File: config.mk
export PLATFORM = sky130hd
export DESIGN_NAME = first_fit_unit_allocator_top
export DESIGN_NICKNAME = d
export VERILOG_FILES = /design/src/hw/rtl/ffua_pkg.sv /design/src/hw/rtl/ffua_row_eval.sv /design/src/hw/rtl/first_fit_unit_allocator_top.sv
export SDC_FILE = /design/constraint.sdc
export NUM_CORES = 2
export LEC_CHECK = 0
export ABC_AREA = 1
export BUFFER_PORTS_ARGS = -buffer_cell sky130_fd_sc_hd__buf_4
export CAP_MARGIN = 20
export CORE_UTILIZATION = 30
export DETAILED_ROUTE_END_ITERATION = 6
export SLEW_MARGIN = 20
export SYNTH_ARGS = -nofsm -noshare
export SYNTH_HDL_FRONTEND = slang
export SYNTH_SLANG_ARGS = --single-unit
File: constraint.sdc
create_clock -name clock -period 8.1 [get_ports clock]
set_input_delay 0.405 -clock clock [delete_from_list [all_inputs] [get_ports clock]]
set_output_delay 0.405 -clock clock [all_outputs]
set_load 0.05 [all_outputs]
File: src/hw/rtl/ffua_pkg.sv
`timescale 1ns / 1ps
`default_nettype none
// ----------------------------------------------------------------------------
// ffua_pkg
// Shared constants and types of the first-fit unit allocator: map word
// geometry, arithmetic widths, request modes, sequencer states and the row evaluation record.
// ----------------------------------------------------------------------------
package ffua_pkg;

   // occupancy map is held as words of WORD_W units
   localparam int WORD_W     = 16;
   localparam int WORD_SHIFT = 4;
   localparam int POS_W      = 4;
   // highest used position plus one, 0 when the word prefix is free
   localparam int PP_W       = 5;
   // wide enough for offset + length sums and for run counts of pools below 2**18 units
   localparam int CALC_W     = 18;

   localparam int LENGTH_W   = 11;
   localparam int OFFSET_W   = 10;

   localparam int DEF_POOL_UNITS = 1024;

   typedef enum logic [4:0] {
      ST_CLEAR = 5'b00001,
      ST_IDLE  = 5'b00010,
      ST_SCAN  = 5'b00100,
      ST_MARK  = 5'b01000,
      ST_RESP  = 5'b10000
   } state_type;

   typedef enum logic {
      MODE_ALLOC   = 1'b0,
      MODE_RELEASE = 1'b1
   } mode_type;

   typedef struct packed {
      logic              hit;
      logic [POS_W-1:0]  pos;
      logic [CALC_W-1:0] run;
   } row_eval_type;

endpackage
`default_nettype wire

File: src/hw/rtl/ffua_row_eval.sv
`timescale 1ns / 1ps
`default_nettype none
// ----------------------------------------------------------------------------
// ffua_row_eval
// Evaluates one map word during a first-fit scan: finds the lowest unit at
// which the free run reaches the requested length and the run carried out.
// ----------------------------------------------------------------------------
module ffua_row_eval (
   input  wire logic [ffua_pkg::WORD_W-1:0]   free_bits,
   input  wire logic [ffua_pkg::CALC_W-1:0]   run_in,
   input  wire logic [ffua_pkg::LENGTH_W-1:0] len,
   output ffua_pkg::row_eval_type             result
);

   logic [ffua_pkg::PP_W-1:0]   pp    [ffua_pkg::WORD_W];
   logic [ffua_pkg::CALC_W-1:0] run_j [ffua_pkg::WORD_W];
   logic [ffua_pkg::WORD_W-1:0] hit;

   // per unit: position just above the highest used unit at or below it
   always_comb begin
      for (int j = 0; j < ffua_pkg::WORD_W; j++) begin
         pp[j] = '0;
         for (int i = 0; i <= j; i++) begin
            if (!free_bits[i]) begin
               pp[j] = ffua_pkg::PP_W'(i + 1);
            end
         end
      end
   end

   always_comb begin
      for (int j = 0; j < ffua_pkg::WORD_W; j++) begin
         if (pp[j] == '0) begin
            run_j[j] = run_in + ffua_pkg::CALC_W'(j + 1);
         end else begin
            run_j[j] = ffua_pkg::CALC_W'(j + 1) - ffua_pkg::CALC_W'(pp[j]);
         end
         hit[j] = (run_j[j] >= ffua_pkg::CALC_W'(len));
      end
   end

   always_comb begin
      result.hit = |hit;
      result.pos = '0;
      result.run = run_j[ffua_pkg::WORD_W-1];
      // lowest hitting unit wins
      for (int j = ffua_pkg::WORD_W - 1; j >= 0; j--) begin
         if (hit[j]) begin
            result.pos = ffua_pkg::POS_W'(j);
         end
      end
   end

endmodule
`default_nettype wire

File: src/hw/rtl/first_fit_unit_allocator_top.sv
`timescale 1ns / 1ps
`default_nettype none
// ----------------------------------------------------------------------------
// first_fit_unit_allocator_top
// First-fit allocator over a pool of units with a word-wide occupancy map.
//
//   channel  dir  handshake              payload
//   req_     in   req_valid/req_ready    req_mode, req_length, req_offset
//   rsp_     out  rsp_valid/rsp_ready    rsp_ok, rsp_start_res
//
// after reset the map is cleared one word a cycle
// allocate: scans one 16-unit map word a cycle through the single read port,
//   then marks the taken run with a read-modify-write of each word it spans
// release: read-modify-write of each word the run touches
// trivial items (zero length, out of range) go straight to the response state
// req_ready is low while an item is in work; the result register holds until
//   taken, and the next item is accepted while it waits
// ----------------------------------------------------------------------------
module first_fit_unit_allocator_top #(
   parameter int POOL_UNITS = ffua_pkg::DEF_POOL_UNITS
) (
   input  wire logic                            clock,
   input  wire logic                            reset,
   input  wire logic                            req_valid,
   output      logic                            req_ready,
   input  wire logic                            req_mode,
   input  wire logic [ffua_pkg::LENGTH_W-1:0]   req_length,
   input  wire logic [ffua_pkg::OFFSET_W-1:0]   req_offset,
   output      logic                            rsp_valid,
   input  wire logic                            rsp_ready,
   output      logic                            rsp_ok,
   output      logic [ffua_pkg::OFFSET_W-1:0]   rsp_start_res
);

   localparam int WW     = ffua_pkg::WORD_W;
   localparam int CW     = ffua_pkg::CALC_W;
   localparam int ROWS   = (POOL_UNITS + WW - 1) / WW;
   localparam int ROW_AW = (ROWS > 1) ? $clog2(ROWS) : 1;
   localparam int UNIT_W = $clog2(POOL_UNITS);
   localparam logic [ROW_AW-1:0] LAST_ROW = ROW_AW'(ROWS - 1);
   localparam logic [WW-1:0] LAST_MASK = (POOL_UNITS % WW == 0) ? {WW{1'b1}} :
                                         WW'((32'd1 << (POOL_UNITS % WW)) - 32'd1);

   // map storage
   logic [WW-1:0] mem [ROWS];

   ffua_pkg::state_type state_ff, state_in;
   logic [ROW_AW-1:0]   scan_addr_ff, scan_addr_in;
   logic                issue_done_ff, issue_done_in;
   logic                rd_vld_ff, rd_vld_in;
   logic [ROW_AW-1:0]   rd_row_ff;
   logic [WW-1:0]       rd_data_ff;
   logic [CW-1:0]       run_ff, run_in;
   logic [ffua_pkg::LENGTH_W-1:0] len_ff, len_in;
   logic [UNIT_W-1:0]   lo_ff, lo_in, hi_ff, hi_in;
   logic                set_ff, set_in;
   logic                res_ok_ff, res_ok_in;
   logic [ffua_pkg::OFFSET_W-1:0] res_start_ff, res_start_in;
   logic                rsp_valid_ff, rsp_valid_in;
   logic                rsp_ok_ff, rsp_ok_in;
   logic [ffua_pkg::OFFSET_W-1:0] rsp_start_ff, rsp_start_in;

   logic              rd_en;
   logic [ROW_AW-1:0] rd_addr;
   logic              wr_en;
   logic [ROW_AW-1:0] wr_addr;
   logic [WW-1:0]     wr_data;

   logic [WW-1:0]     free_bits;
   ffua_pkg::row_eval_type ev;
   logic [CW-1:0]     hit_unit, hit_start, rel_sum;
   logic [ROW_AW-1:0] lo_row, hi_row, start_row;
   logic [ffua_pkg::POS_W-1:0] lb, hb;
   logic [WW-1:0]     mark_mask;
   logic              req_acc;

   assign req_acc = req_valid && req_ready;

   // units past the pool end count as used
   assign free_bits = ~rd_data_ff & ((rd_row_ff == LAST_ROW) ? LAST_MASK : {WW{1'b1}});

   ffua_row_eval u_row_eval (
      .free_bits (free_bits),
      .run_in    (run_ff),
      .len       (len_ff),
      .result    (ev)
   );

   assign hit_unit  = (CW'(rd_row_ff) << ffua_pkg::WORD_SHIFT) | CW'(ev.pos);
   assign hit_start = hit_unit + CW'(1) - CW'(len_ff);
   assign start_row = ROW_AW'(hit_start >> ffua_pkg::WORD_SHIFT);
   assign rel_sum   = CW'(req_offset) + CW'(req_length);

   assign lo_row = ROW_AW'(CW'(lo_ff) >> ffua_pkg::WORD_SHIFT);
   assign hi_row = ROW_AW'(CW'(hi_ff) >> ffua_pkg::WORD_SHIFT);

   // run mask within the word being rewritten
   assign lb = (rd_row_ff == lo_row) ? ffua_pkg::POS_W'(lo_ff) : '0;
   assign hb = (rd_row_ff == hi_row) ? ffua_pkg::POS_W'(hi_ff) : {ffua_pkg::POS_W{1'b1}};
   assign mark_mask = ({WW{1'b1}} << lb) & ({WW{1'b1}} >> (ffua_pkg::POS_W'(WW - 1) - hb));

   always_comb begin
      state_in      = state_ff;
      scan_addr_in  = scan_addr_ff;
      issue_done_in = issue_done_ff;
      rd_vld_in     = 1'b0;
      run_in        = run_ff;
      len_in        = len_ff;
      lo_in         = lo_ff;
      hi_in         = hi_ff;
      set_in        = set_ff;
      res_ok_in     = res_ok_ff;
      res_start_in  = res_start_ff;
      rsp_valid_in  = rsp_valid_ff && !rsp_ready;
      rsp_ok_in     = rsp_ok_ff;
      rsp_start_in  = rsp_start_ff;
      rd_en         = 1'b0;
      rd_addr       = scan_addr_ff;
      wr_en         = 1'b0;
      wr_addr       = scan_addr_ff;
      wr_data       = '0;

      case (state_ff)
         ffua_pkg::ST_CLEAR: begin
            wr_en        = 1'b1;
            scan_addr_in = scan_addr_ff + ROW_AW'(1);
            if (scan_addr_ff == LAST_ROW) begin
               state_in = ffua_pkg::ST_IDLE;
            end
         end

         ffua_pkg::ST_IDLE: begin
            if (req_acc) begin
               len_in        = req_length;
               run_in        = '0;
               issue_done_in = 1'b0;
               res_ok_in     = 1'b0;
               res_start_in  = '0;
               state_in      = ffua_pkg::ST_RESP;
               if (req_mode == ffua_pkg::MODE_ALLOC) begin
                  if (req_length == '0) begin
                     res_ok_in = 1'b1;
                  end else if (CW'(req_length) <= CW'(POOL_UNITS)) begin
                     scan_addr_in = '0;
                     state_in     = ffua_pkg::ST_SCAN;
                  end
               end else if (rel_sum <= CW'(POOL_UNITS)) begin
                  res_ok_in = 1'b1;
                  if (req_length != '0) begin
                     lo_in        = UNIT_W'(req_offset);
                     hi_in        = UNIT_W'(rel_sum - CW'(1));
                     set_in       = 1'b0;
                     scan_addr_in = ROW_AW'(CW'(req_offset) >> ffua_pkg::WORD_SHIFT);
                     state_in     = ffua_pkg::ST_MARK;
                  end
               end
            end
         end

         ffua_pkg::ST_SCAN: begin
            if (!issue_done_ff) begin
               rd_en         = 1'b1;
               rd_vld_in     = 1'b1;
               scan_addr_in  = scan_addr_ff + ROW_AW'(1);
               issue_done_in = (scan_addr_ff == LAST_ROW);
            end
            if (rd_vld_ff) begin
               run_in = ev.run;
               if (ev.hit) begin
                  lo_in         = UNIT_W'(hit_start);
                  hi_in         = UNIT_W'(hit_unit);
                  set_in        = 1'b1;
                  res_ok_in     = 1'b1;
                  res_start_in  = ffua_pkg::OFFSET_W'(hit_start);
                  scan_addr_in  = start_row;
                  issue_done_in = 1'b0;
                  rd_vld_in     = 1'b0;
                  state_in      = ffua_pkg::ST_MARK;
               end else if (rd_row_ff == LAST_ROW) begin
                  rd_vld_in = 1'b0;
                  state_in  = ffua_pkg::ST_RESP;
               end
            end
         end

         ffua_pkg::ST_MARK: begin
            if (!issue_done_ff) begin
               rd_en         = 1'b1;
               rd_vld_in     = 1'b1;
               scan_addr_in  = scan_addr_ff + ROW_AW'(1);
               issue_done_in = (scan_addr_ff == hi_row);
            end
            if (rd_vld_ff) begin
               // read-modify-write one word behind the read
               wr_en   = 1'b1;
               wr_addr = rd_row_ff;
               wr_data = set_ff ? (rd_data_ff | mark_mask) : (rd_data_ff & ~mark_mask);
               if (rd_row_ff == hi_row) begin
                  rd_vld_in = 1'b0;
                  state_in  = ffua_pkg::ST_RESP;
               end
            end
         end

         ffua_pkg::ST_RESP: begin
            if (!rsp_valid_ff || rsp_ready) begin
               rsp_valid_in = 1'b1;
               rsp_ok_in    = res_ok_ff;
               rsp_start_in = res_start_ff;
               state_in     = ffua_pkg::ST_IDLE;
            end
         end

         default: begin
            state_in = ffua_pkg::ST_IDLE;
         end
      endcase
   end

   always_ff @(posedge clock) begin
      if (wr_en) begin
         mem[wr_addr] <= wr_data;
      end
      if (rd_en) begin
         rd_data_ff <= mem[rd_addr];
         rd_row_ff  <= rd_addr;
      end
   end

   always_ff @(posedge clock) begin
      if (reset) begin
         state_ff      <= ffua_pkg::ST_CLEAR;
         scan_addr_ff  <= '0;
         issue_done_ff <= 1'b0;
         rd_vld_ff     <= 1'b0;
         rsp_valid_ff  <= 1'b0;
      end else begin
         state_ff      <= state_in;
         scan_addr_ff  <= scan_addr_in;
         issue_done_ff <= issue_done_in;
         rd_vld_ff     <= rd_vld_in;
         rsp_valid_ff  <= rsp_valid_in;
      end
   end

   always_ff @(posedge clock) begin
      run_ff       <= run_in;
      len_ff       <= len_in;
      lo_ff        <= lo_in;
      hi_ff        <= hi_in;
      set_ff       <= set_in;
      res_ok_ff    <= res_ok_in;
      res_start_ff <= res_start_in;
      rsp_ok_ff    <= rsp_ok_in;
      rsp_start_ff <= rsp_start_in;
   end

   assign req_ready     = (state_ff == ffua_pkg::ST_IDLE);
   assign rsp_valid     = rsp_valid_ff;
   assign rsp_ok        = rsp_ok_ff;
   assign rsp_start_res = rsp_start_ff;

   a_rd_vld_in_work: assert property (@(posedge clock) disable iff (reset)
      rd_vld_ff |-> (state_ff == ffua_pkg::ST_SCAN || state_ff == ffua_pkg::ST_MARK))
      else $error("read data flagged outside scan or mark");

   a_mark_range: assert property (@(posedge clock) disable iff (reset)
      (state_ff == ffua_pkg::ST_MARK) |-> (lo_ff <= hi_ff))
      else $error("mark run has start past end");

   a_busy_after_accept: assert property (@(posedge clock) disable iff (reset)
      req_acc |=> !req_ready)
      else $error("ready again straight after an item");

   a_resp_loads: assert property (@(posedge clock) disable iff (reset)
      ($past(state_ff) == ffua_pkg::ST_RESP && state_ff == ffua_pkg::ST_IDLE) |-> rsp_valid_ff)
      else $error("result not presented on leaving response state");

endmodule
`default_nettype wire
== Word level (Yosys, flattened, before mapping) ==
Memories as Yosys holds them, arrays and structs flattened. A register that Yosys moved wholly into a read port is not among the register bits.
Index checks and enable logic that the tools add are counted.

* Shift-type cells: 2
* Reduce and logical (&&, ||, !) cells: 36
* Multiplexer cells: 130
* Magnitude comparators: 18
* Bitwise operators: 6
* Eq/ne operators: 25
* Add/sub/neg operators: 38

{| class="wikitable"
|+ Operator list
! kind !! number
|-
| $mux W18 || 18
|-
| $ge A18 B11 Y1 || 16
|-
| $add A18 B4 Y18 const B || 8
|-
| $mux W10 || 13
|-
| $mux W5 || 22
|-
| $logic_not A5 Y1 || 16
|-
| $add A18 B3 Y18 const B || 4
|-
| $mux W4 || 18
|-
| $mux W6 || 11
|-
| $pmux W10 S2 || 3
|-
| $mux W16 || 3
|-
| $sub A4 B5 Y6 const A || 8
|-
| $add A18 B2 Y18 const B || 2
|-
| $pmux W18 S2 || 1
|-
| $and A16 B16 Y16 || 2
|-
| $not A16 Y16 || 2
|-
| $mux W1 || 28
|-
| $pmux W5 S5 || 1
|-
| $pmux W6 S4 || 1
|-
| $add A18 B1 Y18 const B || 1
|-
| $add A18 B5 Y18 const B || 1
|-
| $eq A6 B6 Y1 || 3
|-
| $or A16 B16 Y16 || 1
|-
| $reduce_or A16 Y1 || 1
|-
| other kinds (44) || 71
|}

* Memories kept: 1
* Bits in writable memories: 1024
* Bits of input ports: 26
* Bits in registers: 92
* Word-level logic and storage cells: 271

{| class="wikitable"
|+ Memory list
! name !! words !! width !! rd ports !! clocked after memory_dff !! wr ports !! RTL line !! RTL
|-
| mem || 64 || 16 || 1 || 1 || 1 || first_fit_unit_allocator_top.sv:45 || <nowiki>logic [WW-1:0] mem [ROWS];</nowiki>
|}

== Depth between registers and ports, before layout ==
* Depth in word-level cells: 42
* Mapped depth: 66
* Mapped depth without buffers: 66

== Cells and area by module ==
A second synthesis with hierarchy kept.

* Cell total of the unflattened synthesis: 5575
* Area, all modules: 57049.7 sq um

{| class="wikitable"
|+ Modules (own cells, without submodules)
! module !! sequential area each (sq um) !! times used !! cells each !! area each (sq um)
|-
| first_fit_unit_allocator_top || 33852.5 || 1 || 3826 || 46752.3
|-
| ffua_row_eval || 0.0 || 1 || 1749 || 10297.4
|}

== Worst setup path after synthesis ==
OpenSTA, ideal clock, no wires.

* Kind: reg2reg
* Start point: register rd_data_ff[0], read port of mem
* End point: register scan_addr_ff[5] (netlist: rd_addr[5])
* Cell stages (with the launch flop): 65
* Path slack: 1518 ps
* Path buffers: 1
* Data arrival time: 6455 ps
* Period minus slack after synthesis: 6582 ps
* Data required time: 7973 ps
* Path through: edfxtp_1 -> nand2_1 -> nand2_1 -> nand2_2 -> nand2_1 -> nand2_2 -> nand2_1 -> nand2_1 -> nand2_1 -> nand2_2 -> nand2_1 -> nand2_2 -> nand2_1 -> nand2_1 -> inv_1 -> nor2_1 -> nor2_1 -> inv_1 -> (+29 left out) -> a21oi_1 -> ha_1 -> ha_1 -> fa_1 -> nand2_1 -> inv_1 -> nor2_1 -> o21bai_1 -> a21oi_1 -> o21ai_0 -> a21o_1 -> a21oi_1 -> xor2_1 -> nand3_1 -> nand3_1 -> nand3_1 -> nand2_1 -> a21oi_1

{| class="wikitable"
|+ RTL lines
! element !! RTL line !! RTL
|-
| start: declaration || first_fit_unit_allocator_top.sv:52 || <nowiki>logic [WW-1:0] rd_data_ff;</nowiki>
|-
| end signal: assignment || first_fit_unit_allocator_top.sv:239 || <nowiki>scan_addr_ff <= scan_addr_in;</nowiki>
|-
| end: declaration || first_fit_unit_allocator_top.sv:48 || <nowiki>logic [ROW_AW-1:0] scan_addr_ff, scan_addr_in;</nowiki>
|}

== Worst setup path in the final report ==
* Start point: register rd_data_ff[1], read port of mem
* End point: register scan_addr_ff[5] (netlist: rd_addr[5])

* Word-level cells in the longest chain between the ends: 41

{| class="wikitable"
|+ Ends and longest elaborated chain
! element !! RTL line !! RTL
|-
| $not A16 Y16 * || first_fit_unit_allocator_top.sv:80 || <nowiki>assign free_bits = ~rd_data_ff & ((rd_row_ff == LAST_ROW) ? LAST_MASK : {WW{1'b1}});</nowiki>
|-
| $mux W2 * || ffua_row_eval.sv:24 || <nowiki>if (!free_bits[i]) begin</nowiki>
|-
| $mux W2 || ffua_row_eval.sv:24 ||
|-
| $mux W3 (4 in a row) || ffua_row_eval.sv:24 ||
|-
| $mux W5 (9 in a row) || ffua_row_eval.sv:24 ||
|-
| $sub A5 B5 Y6 or $logic_not A5 Y1 (tied branches) || ffua_row_eval.sv:36, ffua_row_eval.sv:33 ||
|-
| $mux W18 || ffua_row_eval.sv:33 || <nowiki>if (pp[j] == '0) begin</nowiki>
|-
| $ge A18 B11 Y1 || ffua_row_eval.sv:38 || <nowiki>hit[j] = (run_j[j] >= ffua_pkg::CALC_W'(len));</nowiki>
|-
| $mux W4 (16 in a row) || ffua_row_eval.sv:48 || <nowiki>if (hit[j]) begin</nowiki>
|-
| $or A10 B4 Y10 || first_fit_unit_allocator_top.sv:89 || <nowiki>assign hit_unit = (CW'(rd_row_ff) << ffua_pkg::WORD_SHIFT) | CW'(ev.pos);</nowiki>
|-
| $add A10 B1 Y10 || first_fit_unit_allocator_top.sv:90 || <nowiki>assign hit_start = hit_unit + CW'(1) - CW'(len_ff);</nowiki>
|-
| $sub A10 B10 Y10 || first_fit_unit_allocator_top.sv:90 ||
|-
| $mux W6 * || first_fit_unit_allocator_top.sv:169 || <nowiki>if (ev.hit) begin</nowiki>
|-
| $mux W6 * || first_fit_unit_allocator_top.sv:167 || <nowiki>if (rd_vld_ff) begin</nowiki>
|-
| $pmux W6 S4 * || first_fit_unit_allocator_top.sv:123 || <nowiki>case (state_ff)</nowiki>
|}

Every way passes the cells marked *; elsewhere a longest branch is shown, timed or not.
A chain may end at the register's enable or synchronous reset.

==> metrics.txt <==
category of the most critical setup path=flop to flop; cell with the largest stage delay on the worst path=sky130_fd_sc_hd__edfxtp_1; number of port buffers=38; Post-Layout Cell Count=8,074; internal power=0.0107 W; maximum fanout along the worst path=7; Remaining Overflow, GRT=0; clock tree root driver cell=sky130_fd_sc_hd__clkbuf_16; area of the placeable core=186,000 um^2; area occupied by registers=33,900 um^2; worst path arrival time=7870 ps; antenna violations before repair=4; floorplan die area=189,000 um^2; layout cells sized above 1=9.25%; worst reg2reg path endpoint=rd_addr[5]$_SDFFE_PP0P_; part of the total power dissipated in the clock network=30.4%; worst reg2reg path startpoint=rd_data_ff[1]$_DFFE_PP_; endpoint of the worst hold-timing path=state_ff[1]$_SDFFE_PP0P_; Die Span Y=435 um; number of vias per cell=5.35; largest stage delay on the critical path=410 ps; Post-Syn Nets=5,668; Max-cap violations=0; required time at the endpoint of the critical path=8670 ps; Initial DRT Pass Iterations=7; routed wirelength normalized by instance count=24.0 um; Mapped Avg Cell Area=10.4 um^2; fmax=137 MHz; kind of cell adding the most delay to the critical path=simple AND/OR/NAND/NOR gates; number of buffers and inverters on the critical path=8; number of H-tree levels=3; Hold Path Cell Cnt=4; power dissipated by switching net loads=0.00620 W; number of warnings issued by yosys=0; Worst Skew=83.7 ps; synthesized cell area=56,200 um^2; CP Launch Type=flop; leading cell types in the layout, fill and taps excluded=sky130_fd_sc_hd__edfxtp_1, sky130_fd_sc_hd__nor2_1, sky130_fd_sc_hd__o21ai_0; count of flip-flops with a built-in enable after synthesis=1,118; Main synth FF type=sky130_fd_sc_hd__edfxtp_1; DRC errors left=0; Clock Path Buffers=3; I/O pin count=39; top cells by area, synth=sky130_fd_sc_hd__edfxtp_1, sky130_fd_sc_hd__o21ai_0, sky130_fd_sc_hd__nor2_1; overall routed net length=194 mm; post-synth top area cell=sky130_fd_sc_hd__edfxtp_1; x dimension of the die=435 um; crit path time final=7310 ps; Final ANT Viol Nets=0; count of fill cells added during filler insertion=18,400; Min-Delay Path Class=input port to flop; ratio of final minimum period to clock period=90.2%; Multi-input gate area=20,200 um^2; clock slew at the register clock pins of the worst setup and hold paths=60 ps; growth of design area from synthesis to finish=14.2%; sequential power share=41.4%; count of final setup violators=0; outcome=completed; number of placement rows=158; initial core utilization=30.2%; setup slack of the worst register-to-register path=790 ps; Static Leak=21.0 nW; overall fraction of global-route tracks in use=20.0%; count of state elements after synthesis=1,132; global-route wire length before repair=279 mm; Yosys cell types=61; CTS tree=built; Max transition margin=25.2%; sequential cell area fraction in the yosys report=60.3%; clock latency at the later pin of the worst-skew pair=790 ps; post-synthesis cell count=5,402; half-perimeter wire length after placement=124 mm; number of global-route vias before repair=40,000; number of instances in the placed design=7,838; clock net sink count=1,132; cell depth of the worst flop-to-flop path=57; share of power burned in combinational logic=28.3%; critical path capture point type=flop; Starting DRT DRC Count=4,830; Max IR drop VDD=0.000246 V; most common cell after layout, fill and taps aside=sky130_fd_sc_hd__edfxtp_1; Post-Route Utilization=34.5%; number of failing hold endpoints at the final stage=0; net count of the finished layout=5,764; CTS Buf Count=114; hold_sp=req_valid; sw frac=36.7%; via count of the routed design=43,200; fraction of post-synthesis cell area in the top cell type by area=59.8%; areal power density over the cells=263 nW/um^2; final-report max-slew violation count=0; GP Congestion=1.04; share of flip-flops with an asynchronous set or reset after synthesis=0%; dominant cell type by count on the critical path=sky130_fd_sc_hd__nand2_1; maximum number of pins on one net before global-route repair=181; Slew @ Worst Pin=1110 ps
==> sequential cells by signal, indices dropped and copies added, names as in the netlist <==
signal,cells
res_start_ff,10
rsp_valid,1
rd_vld_ff,1
run_ff,18
issue_done_ff,1
len_ff,11
rd_data_ff,16
set_ff,1
lo_ff,10
rd_row_ff,6
state_ff,5
res_ok_ff,1
hi_ff,10
rsp_start_res,10
rsp_ok,1
mem,1024
rd_addr,6
==> through the flow <==
stage | worst slack (ps) | total power, W | setup TNS [ps] | cell area [um^2] | hold slack (ps)
6_report | 791 | 0.0169 | 0 | 64100 | 66.9
5_1_grt | -9.65 | 0.0175 | -9.65 | 64100 | 67.9
4_1_cts | 379 | 0.0169 | 0 | 64100 | 9.89
3_5_place_dp | 438 | 0.0118 | 0 | 60300 | 415
3_3_place_gp | 587 | 0.0117 | 0 | 60300 | 413
2_1_floorplan | 1520 | 0.00974 | 0 | 56200 | 400
==> metal layers <==
| metal | vias up | GRT usage, % | wire length, um |
|---|---|---|---|
| met5 | - | 0 | 24 |
| li1 | 19600 | - | - |
| met3 | 426 | 3.41 | 15200 |
| met4 | 4 | 10.3 | 10500 |
| met1 | 21100 | 26.7 | 80200 |
| met2 | 1984 | 31.2 | 87700 |
==> logic make-up (layout without fill, tap and decap cells) <==
family          after synthesis  after routing  synth area share, %
fa+ha+maj                   240            240                 5.37
buf+inv                     611            801                 4.16
simple gates               1749           1749                 12.7
flops                      1132           1132                 60.3
other cells                   0              2                    0
compound gates             1520           1520                 15.2
xor+xnor                    149            149                 2.32
mux                           1              1               0.0201
==> what timing repair did <==
action | CTS | global route
resized for setup | 0 | 11
buffers inserted | 0 | 3
endpoints found under the hold margin | 26 | 0
hold buffers | 21 | 0
setup endpoints to repair | 0 | 8
==> Yosys cell counts (all sizes together) (5+ instances only) <==
master  instances
edfxtp       1118
inv           312
buf            30
xor2          139
dfxtp          14
a221oi          5
nor2         1032
a31oi          20
o21bai         11
a211oi         36
o221ai         38
clkbuf        261
nand4          33
o311ai          7
o32ai           8
a21oi         218
nor4           10
nor3           47
o31ai           8
or2             8
ha            238
nand3         109
nand2         505
clkinv          8
xnor2          10
o21ai         835
o211ai         44
a21o            5
o22ai         276
==> worst min-delay path: cells and delay by family <==
kind,cells,cell delay [ps]
buffers and inverters,2,200
AO/OA/AOI/OAI,1,80
AND/OR/NAND/NOR,1,50
==> how the worst max path moves through the flow <==
stage / startpoint / endpoint / slack (ps) / cells after the start
after floorplan: rd_data_ff[0]$_DFFE_PP_ / rd_addr[5]$_SDFFE_PP0P_ / 1520 / 64
after global placement: rd_data_ff[2]$_DFFE_PP_ / rd_addr[5]$_SDFFE_PP0P_ / 590 / 63
after detailed placement: rd_data_ff[2]$_DFFE_PP_ / rd_addr[5]$_SDFFE_PP0P_ / 440 / 63
after CTS: rd_data_ff[2]$_DFFE_PP_ / rd_addr[5]$_SDFFE_PP0P_ / 380 / 63
after global routing: rd_data_ff[1]$_DFFE_PP_ / rd_addr[5]$_SDFFE_PP0P_ / -10 / 66
final: rd_data_ff[1]$_DFFE_PP_ / rd_addr[5]$_SDFFE_PP0P_ / 790 / 57
==> final cells by class <==
class,count,area share [%]
clock buffers,141,4.64
flip-flops and latches,1132,52.8
clock inverters,69,0.968
diodes,2,0.00781
multi-input cells,3659,31.5
inverters,320,1.91
well taps,2480,4.84
repair buffers,271,3.34
==> power by group through the flow <==
stage | logic, W | registers [W] | clock network, W
floorplan | 0.00278 | 0.00696 | 0
global placement | 0.00463 | 0.00711 | 0
detailed placement | 0.00467 | 0.00711 | 0
CTS | 0.00469 | 0.00699 | 0.00520
global route | 0.00508 | 0.00701 | 0.00543
finish | 0.00477 | 0.00699 | 0.00513
No activity file was read; power rests on OpenSTA's default activity.
